<file path="src/modular_exponentiation_core_defines.svh">
// Assertion macros shared by the modular exponentiation core.
`ifndef MODULAR_EXPONENTIATION_CORE_DEFINES_SVH
`define MODULAR_EXPONENTIATION_CORE_DEFINES_SVH

// Same-cycle implication, disabled during reset.
`define MEC_ASSERT_NOW(label, clk, rst, ante, cons) \
   label: assert property (@(posedge clk) disable iff (rst) (ante) |-> (cons)) \
      else $error("assertion failed");

// Next-cycle implication, disabled during reset.
`define MEC_ASSERT_NEXT(label, clk, rst, ante, cons) \
   label: assert property (@(posedge clk) disable iff (rst) (ante) |=> (cons)) \
      else $error("assertion failed");

`endif

</file>
<file path="src/mec_pkg.sv">
// Shared types and register codes of the modular exponentiation core.
`default_nettype none
package mec_pkg;
   localparam int CSR_INDEX_BITS = 1;
   localparam logic [CSR_INDEX_BITS-1:0] CSR_MODULUS  = 1'b0;
   localparam logic [CSR_INDEX_BITS-1:0] CSR_EXPONENT = 1'b1;

   typedef struct packed {
      logic start;
   } mm_ctl_type;

   typedef struct packed {
      logic busy;
      logic done;
   } mm_status_type;
endpackage
`default_nettype wire

</file>
<file path="src/mec_exp_cell.sv">
// One exponent bit cell: loads a bit, hands it down the row on each shift.
`default_nettype none
module mec_exp_cell (
   input  wire logic clock,
   input  wire logic load,
   input  wire logic shift,
   input  wire logic load_bit,
   input  wire logic upper_bit,
   output logic      bit_out
);
   logic bit_ff, bit_in;

   always_comb begin
      bit_in = bit_ff;
      if (load) begin
         bit_in = load_bit;
      end else if (shift) begin
         bit_in = upper_bit;
      end
   end

   always_ff @(posedge clock) begin
      bit_ff <= bit_in;
   end

   assign bit_out = bit_ff;
endmodule
`default_nettype wire

</file>
<file path="src/mec_modmul.sv">
// Bit-serial modular multiplier: a*b mod m, one multiplier bit per cycle, MSB first.
`default_nettype none
module mec_modmul
   import mec_pkg::*;
#(
   parameter int OPERAND_BITS = 31
) (
   input  wire logic                    clock,
   input  wire logic                    reset,
   input  wire mm_ctl_type              ctl,
   input  wire logic [OPERAND_BITS-1:0] addend,
   input  wire logic [OPERAND_BITS-1:0] multiplier,
   input  wire logic [OPERAND_BITS-1:0] modulus,
   output mm_status_type                status,
   output logic [OPERAND_BITS-1:0]      product
);
   localparam int CNT_BITS = $clog2(OPERAND_BITS + 1);

   logic [OPERAND_BITS-1:0] acc_ff, acc_in, a_ff, a_in, b_ff, b_in;
   logic [CNT_BITS-1:0]     cnt_ff, cnt_in;
   logic                    done_ff, done_in;
   logic [OPERAND_BITS:0]   dbl, dbl_red, sum, sum_red;

   always_comb begin
      // Double, reduce once; add addend (<= m), reduce once.
      dbl     = {acc_ff, 1'b0};
      dbl_red = (dbl >= {1'b0, modulus}) ? dbl - {1'b0, modulus} : dbl;
      sum     = dbl_red + (b_ff[OPERAND_BITS-1] ? {1'b0, a_ff} : '0);
      sum_red = (sum >= {1'b0, modulus}) ? sum - {1'b0, modulus} : sum;

      acc_in  = acc_ff;
      a_in    = a_ff;
      b_in    = b_ff;
      cnt_in  = cnt_ff;
      done_in = 1'b0;
      if (ctl.start) begin
         acc_in = '0;
         a_in   = addend;
         b_in   = multiplier;
         cnt_in = CNT_BITS'(OPERAND_BITS);
      end else if (cnt_ff != '0) begin
         acc_in  = sum_red[OPERAND_BITS-1:0];
         b_in    = {b_ff[OPERAND_BITS-2:0], 1'b0};
         cnt_in  = cnt_ff - 1'b1;
         done_in = (cnt_ff == CNT_BITS'(1));
      end
   end

   always_ff @(posedge clock) begin
      if (reset) begin
         cnt_ff  <= '0;
         done_ff <= 1'b0;
      end else begin
         cnt_ff  <= cnt_in;
         done_ff <= done_in;
      end
      acc_ff <= acc_in;
      a_ff   <= a_in;
      b_ff   <= b_in;
   end

   assign status.busy = (cnt_ff != '0);
   assign status.done = done_ff;
   assign product     = acc_ff;
endmodule
`default_nettype wire

</file>
<file path="src/modular_exponentiation_core.sv">
// Top level of the modular exponentiation core (right-to-left square-and-multiply).
//
//   channel | direction | handshake          | payload
//   req     | in        | req_valid/req_stall| req_base_value
//   rsp     | out       | rsp_valid/rsp_stall| rsp_power_result
//   csr     | in        | csr_write_enable   | csr_index, csr_write_data
//
// One transaction at a time: the base is reduced first, then each exponent bit up
// to the highest set one takes one pass of the bit-serial modular multipliers
// (square and multiply run in parallel). A zero exponent or zero modulus skips
// the multipliers and goes straight to the finish state. Reset is synchronous
// and restores modulus 1, exponent 0. A stalled result holds in the output
// register while the next request is already accepted.
`default_nettype none
`include "modular_exponentiation_core_defines.svh"
module modular_exponentiation_core
   import mec_pkg::*;
#(
   parameter int OPERAND_BITS = 31
) (
   input  wire logic                      clock,
   input  wire logic                      reset,
   input  wire logic                      req_valid,
   output logic                           req_stall,
   input  wire logic [OPERAND_BITS-1:0]   req_base_value,
   output logic                           rsp_valid,
   input  wire logic                      rsp_stall,
   output logic [OPERAND_BITS-1:0]        rsp_power_result,
   input  wire logic                      csr_write_enable,
   input  wire logic [CSR_INDEX_BITS-1:0] csr_index,
   input  wire logic [OPERAND_BITS-1:0]   csr_write_data
);
   typedef enum logic [1:0] {ST_IDLE, ST_REDUCE, ST_MUL, ST_FINISH} state_type;

   state_type               state_ff, state_in;
   logic [OPERAND_BITS-1:0] modulus_ff, modulus_in, exponent_ff, exponent_in;
   logic [OPERAND_BITS-1:0] res_ff, res_in, sq_ff, sq_in;
   logic                    rsp_valid_ff, rsp_valid_in;
   logic [OPERAND_BITS-1:0] rsp_data_ff, rsp_data_in;

   mm_ctl_type              mul_ctl, sqr_ctl;
   mm_status_type           mul_stat, sqr_stat;
   logic [OPERAND_BITS-1:0] mul_prod, sqr_prod, sqr_addend, sqr_mult;

   logic                    cells_load, cells_shift;
   logic [OPERAND_BITS-1:0] exp_bits;
   logic                    req_take, rsp_free, exp_rest;

   // Exponent row: cell 0 holds the bit in use, higher bits shift down.
   for (genvar i = 0; i < OPERAND_BITS; i++) begin : g_cell
      logic upper;
      if (i == OPERAND_BITS - 1) begin : g_top
         assign upper = 1'b0;
      end else begin : g_mid
         assign upper = exp_bits[i+1];
      end
      mec_exp_cell u_cell (
         .clock    (clock),
         .load     (cells_load),
         .shift    (cells_shift),
         .load_bit (exponent_ff[i]),
         .upper_bit(upper),
         .bit_out  (exp_bits[i])
      );
   end

   // Any set bit left above the one in use.
   assign exp_rest = |exp_bits[OPERAND_BITS-1:1];

   // The multiply starts on the edge that updates res and sq, so feed it the new values.
   mec_modmul #(.OPERAND_BITS(OPERAND_BITS)) u_mul (
      .clock(clock), .reset(reset), .ctl(mul_ctl),
      .addend(res_in), .multiplier(sq_in), .modulus(modulus_ff),
      .status(mul_stat), .product(mul_prod)
   );

   mec_modmul #(.OPERAND_BITS(OPERAND_BITS)) u_sqr (
      .clock(clock), .reset(reset), .ctl(sqr_ctl),
      .addend(sqr_addend), .multiplier(sqr_mult), .modulus(modulus_ff),
      .status(sqr_stat), .product(sqr_prod)
   );

   assign req_take = req_valid && !req_stall;
   assign rsp_free = !rsp_valid_ff || !rsp_stall;

   always_comb begin
      state_in     = state_ff;
      modulus_in   = modulus_ff;
      exponent_in  = exponent_ff;
      res_in       = res_ff;
      sq_in        = sq_ff;
      rsp_valid_in = rsp_valid_ff && rsp_stall;
      rsp_data_in  = rsp_data_ff;
      mul_ctl      = '0;
      sqr_ctl      = '0;
      cells_load   = 1'b0;
      cells_shift  = 1'b0;
      // Reduction reuses the squarer as 1 * base mod m.
      sqr_addend   = OPERAND_BITS'(1);
      sqr_mult     = req_base_value;

      if (csr_write_enable) begin
         unique case (csr_index)
            CSR_MODULUS:  modulus_in  = csr_write_data;
            CSR_EXPONENT: exponent_in = csr_write_data;
            default: ;
         endcase
      end

      unique case (state_ff)
         ST_IDLE: begin
            if (req_take) begin
               cells_load = 1'b1;
               if (exponent_ff == '0) begin
                  res_in   = OPERAND_BITS'(1);
                  state_in = ST_FINISH;
               end else if (modulus_ff == '0) begin
                  res_in   = '0;
                  state_in = ST_FINISH;
               end else begin
                  sqr_ctl.start = 1'b1;
                  res_in   = (modulus_ff == OPERAND_BITS'(1)) ? '0 : OPERAND_BITS'(1);
                  state_in = ST_REDUCE;
               end
            end
         end
         ST_REDUCE: begin
            if (sqr_stat.done) begin
               sq_in         = sqr_prod;
               mul_ctl.start = 1'b1;
               state_in      = ST_MUL;
            end
         end
         ST_MUL: begin
            sqr_addend = sq_ff;
            sqr_mult   = sq_ff;
            if (mul_stat.done) begin
               if (exp_bits[0]) begin
                  res_in = mul_prod;
               end
               sq_in       = sqr_prod;
               cells_shift = 1'b1;
               if (exp_rest) begin
                  mul_ctl.start = 1'b1;
               end else begin
                  state_in = ST_FINISH;
               end
            end
         end
         ST_FINISH: begin
            if (rsp_free) begin
               rsp_valid_in = 1'b1;
               rsp_data_in  = res_ff;
               state_in     = ST_IDLE;
            end
         end
         default: state_in = ST_IDLE;
      endcase

      // Squarer always runs in step with the multiplier during the scan.
      if (state_ff == ST_MUL || state_ff == ST_REDUCE) begin
         if (mul_ctl.start) begin
            sqr_ctl.start = 1'b1;
            sqr_addend    = sq_in;
            sqr_mult      = sq_in;
         end
      end
   end

   always_ff @(posedge clock) begin
      if (reset) begin
         state_ff     <= ST_IDLE;
         modulus_ff   <= OPERAND_BITS'(1);
         exponent_ff  <= '0;
         rsp_valid_ff <= 1'b0;
      end else begin
         state_ff     <= state_in;
         modulus_ff   <= modulus_in;
         exponent_ff  <= exponent_in;
         rsp_valid_ff <= rsp_valid_in;
      end
      res_ff      <= res_in;
      sq_ff       <= sq_in;
      rsp_data_ff <= rsp_data_in;
   end

   assign req_stall        = (state_ff != ST_IDLE);
   assign rsp_valid        = rsp_valid_ff;
   assign rsp_power_result = rsp_data_ff;

   `MEC_ASSERT_NOW(a_done_in_work, clock, reset, sqr_stat.done, state_ff == ST_REDUCE || state_ff == ST_MUL)
   `MEC_ASSERT_NOW(a_sq_reduced, clock, reset, state_ff == ST_MUL, sq_ff < modulus_ff)
   `MEC_ASSERT_NOW(a_pair_in_step, clock, reset, state_ff == ST_MUL, mul_stat.busy == sqr_stat.busy)
   `MEC_ASSERT_NEXT(a_rsp_hold, clock, reset, rsp_valid_ff && rsp_stall, rsp_valid_ff && $stable(rsp_data_ff))
endmodule
`default_nettype wire

</file>
<file path="config.mk">
export PLATFORM = sky130hd
export DESIGN_NAME = modular_exponentiation_core
export DESIGN_NICKNAME = d
export VERILOG_FILES = /design/src/mec_pkg.sv /design/src/mec_exp_cell.sv /design/src/mec_modmul.sv /design/src/modular_exponentiation_core.sv
export VERILOG_INCLUDE_DIRS = /design/src /design/src/src
export SDC_FILE = /design/constraint.sdc
export NUM_CORES = 1
export LEC_CHECK = 0
export BUFFER_PORTS_ARGS = -buffer_cell sky130_fd_sc_hd__buf_4
export CELL_PAD_IN_SITES_DETAIL_PLACEMENT = 0
export CELL_PAD_IN_SITES_GLOBAL_PLACEMENT = 1
export CORE_MARGIN = 5
export CORE_UTILIZATION = 45
export CTS_BUF_LIST = sky130_fd_sc_hd__clkbuf_2 sky130_fd_sc_hd__clkbuf_4 sky130_fd_sc_hd__clkbuf_8
export CTS_CLUSTER_SIZE = 10
export DETAILED_ROUTE_END_ITERATION = 12
export PLACE_DENSITY = 0.82
export SYNTH_ARGS = -nofsm -noshare
export SYNTH_HDL_FRONTEND = slang
export SYNTH_SLANG_ARGS = --single-unit
export TNS_END_PERCENT = 100
</file>
<file path="constraint.sdc">
create_clock -name clock -period 7.8 [get_ports clock]
set_input_delay 0.78 -clock clock [delete_from_list [all_inputs] [get_ports clock]]
set_output_delay 0.78 -clock clock [all_outputs]
set_load 0.01 [all_outputs]
</file>
==> results.ini <==
[clocking]
clk_pin_slew_worst_paths_ps = 60
cts_root_buf = clkbuf_8
ctsHoldBuffers = 0
h-tree-depth = 3
clockBufferDepth = 3
cts_sinks = 387
cts_buffers = 69
clk_latency_ps = 670
cts_tree = built

[grt]
grt_pass1_vias = 22778
grt_max_degree = 78
grt_antenna_before_repair = 1
grt_pass1_wl_microns = 127000
grt_usage = 0.260
grt-ovfl-total = 0

[synth]
syn_inst = 2897
synth_edf_count = 186
ys_seq_area_frac = 0.376
syn_area_sq_um = 25600
avgSynthCellArea_sq_um = 8.83
synth.distinct_cells = 92
ys.flop_type = dfxtp_1
synth_seq_cells = 387
synth-async-reset-ratio = 0
ys_warn_count = 0
synth_fp_nets = 3167

[sta]
slew_violations = 0
post-route-period-util = 0.954
worst_slack_ps = 356
clock_skew_ps = 49.8
hold_viol = 0
slew_headroom = 0.196
post-route-min-period_ps = 7440
worst_slew_pin_slew_ps = 1210
setup_viol = 0
fmax_ghz = 0.134

[critical_path]
critPathRequiredTime_ps = 8390
cp-end-kind = register
worst_setup_path_start_kind = register
rrSetupSlack_ps = 360
cp_data_arrival_time_ps = 8030
slowest_delay_ps = 580
worstPathMaxFanout = 33
crit_top_cell = buf_4
cpMaxStageDelayCell = or4b_1
crit_type = reg2reg

[drt]
drt_pass1_iterations = 6
wire_per_inst_microns = 20.1
drc_errors = 0
drt.antenna.violating_nets = 0
first_iter_violations = 1602
wl_microns = 82000
vias_per_cell = 5.67
vias = 23095

[run]
max_cap_violations = 0

[placed_design]
dpl.hpwl_microns = 63700
port-buffer-count = 100
place_ws_ps = -191
gp_congestion = 0.920

[layout]
syn_to_final_growth_pct = 21.1
drive_above_1_share = 0.207
nets = 3532

[floorplanning]
rows = 87
start_util = 0.454
ioPinCount = 101
die_h_microns = 248
core_sq_um = 56400
die_area_sq_um = 61700
die_w_microns = 248

[outcome]
status = finished clean

[worst_hold_path]
min_path_type = in2reg

[synthesized netlist by cell type (all sizes together), types with 34 or more instances]
master    n  share of area
nand2   431          0.064
a21oi   324          0.064
dfxtp   201           0.16
ha      196          0.096
o21ai   191          0.037
edfxtp  186           0.22
nor2    152          0.022
xnor2   113          0.039
clkbuf   99          0.015
inv      95          0.014
a21o     82          0.024
nand3    70          0.014
and2     69          0.017
a22o     60          0.021
mux2     60          0.026
mux2i    51          0.020
xor2     48          0.016
nor3     42         0.0082
nor4     34         0.0086
[path summary, 6_finish.rpt]
path                                          from              endpoint  cells after the start
worst max-delay path                 modulus_ff[1]      u_sqr.product[7]                     35
worst min-delay path            csr_write_data[17]       exponent_ff[17]                      3
worst max register to register       modulus_ff[1]      u_sqr.product[7]                     35
worst min register to register          res_ff[30]  rsp_power_result[30]                      0
[cell families after synthesis]
logic type	Yosys count	share of synthesized area
flops	387	0.376
xor+xnor	161	0.0551
simple gates	947	0.173
fa+ha+maj	202	0.101
compound gates	875	0.216
buf+inv	214	0.0336
mux	111	0.0464
[metal layers]
layer | GRT usage | wire length, microns | vias up
met5 | 0 | 0 | -
met3 | 0.0306 | 3730 | 147
met4 | 0.0854 | 2910 | 0
li1 | - | - | 11335
met2 | 0.446 | 38900 | 619
met1 | 0.344 | 36600 | 10994
[critical path, delay by kind of cell, from the launching register on]
| kind | cells | cell delay (ps) |
|---|---|---|
| flip-flops | 1 | 360 |
| adder cells (fa/ha/maj) | 3 | 1050 |
| XOR/XNOR | 1 | 150 |
| buffers and inverters | 10 | 1610 |
| AND/OR/NAND/NOR | 11 | 2190 |
| AO/OA/AOI/OAI | 10 | 2000 |
[through the flow]
step,hold slack [ps],util,TNS [ps],instance area (sq um),cells
detailed placement,416,0.518,-1310,29200,3943
global route,356,0.549,-292,31000,4076
floorplan,409,-,0,25600,2897
finish,374,0.549,0,31000,4076
CTS,325,0.544,0,30700,4071
global placement,420,0.518,-1040,29200,3943
[what timing repair did]
item | 4_1_cts | 5_1_grt
gates resized for setup | 8 | 57
endpoints found under the setup margin | 23 | 62
pin swaps | 2 | 13
buffers inserted | 0 | 4
[placed cells by master (no fill, tap or decap), drive strengths merged, types with 28 or more instances in the layout]
cell type  count
nand2        431
buf          412
a21oi        324
dfxtp        201
ha           196
o21ai        191
edfxtp       186
nor2         152
xnor2        113
inv           98
clkbuf        98
a21o          82
nand3         70
and2          69
mux2          60
a22o          60
mux2i         51
xor2          48
nor3          42
nor4          34
nand4         33
o21a          29
nand2b        28
[sequential cells by signal, indices dropped and copies added, names as in the netlist, 2 cells and up]
signal,count
res_ff,31
u_mul.product,31
modulus_ff,31
u_mul.b_ff,31
u_sqr.product,31
u_sqr.a_ff,31
sq_ff,31
u_sqr.cnt_ff,5
g_cell.u_cell.bit_out,31
rsp_power_result,31
u_sqr.b_ff,31
u_mul.a_ff,31
u_mul.cnt_ff,5
state_ff,2
exponent_ff,31
[cell type report]
| class | instances | area [sq um] |
|---|---|---|
| Clock inverter | 30 | 269 |
| Timing Repair Buffer | 412 | 3160 |
| Clock buffer | 98 | 1190 |
| Fill cell | 5239 | 25400 |
| Multi-Input combinational cell | 2296 | 15400 |
| Sequential cell | 387 | 9610 |
| Antenna cell | 1 | 2.50 |
| Tap cell | 756 | 946 |
| Inverter | 96 | 365 |
Power is not shown: default switching activity piles up to over one toggle a cycle in this logic, so the estimate is an artifact.
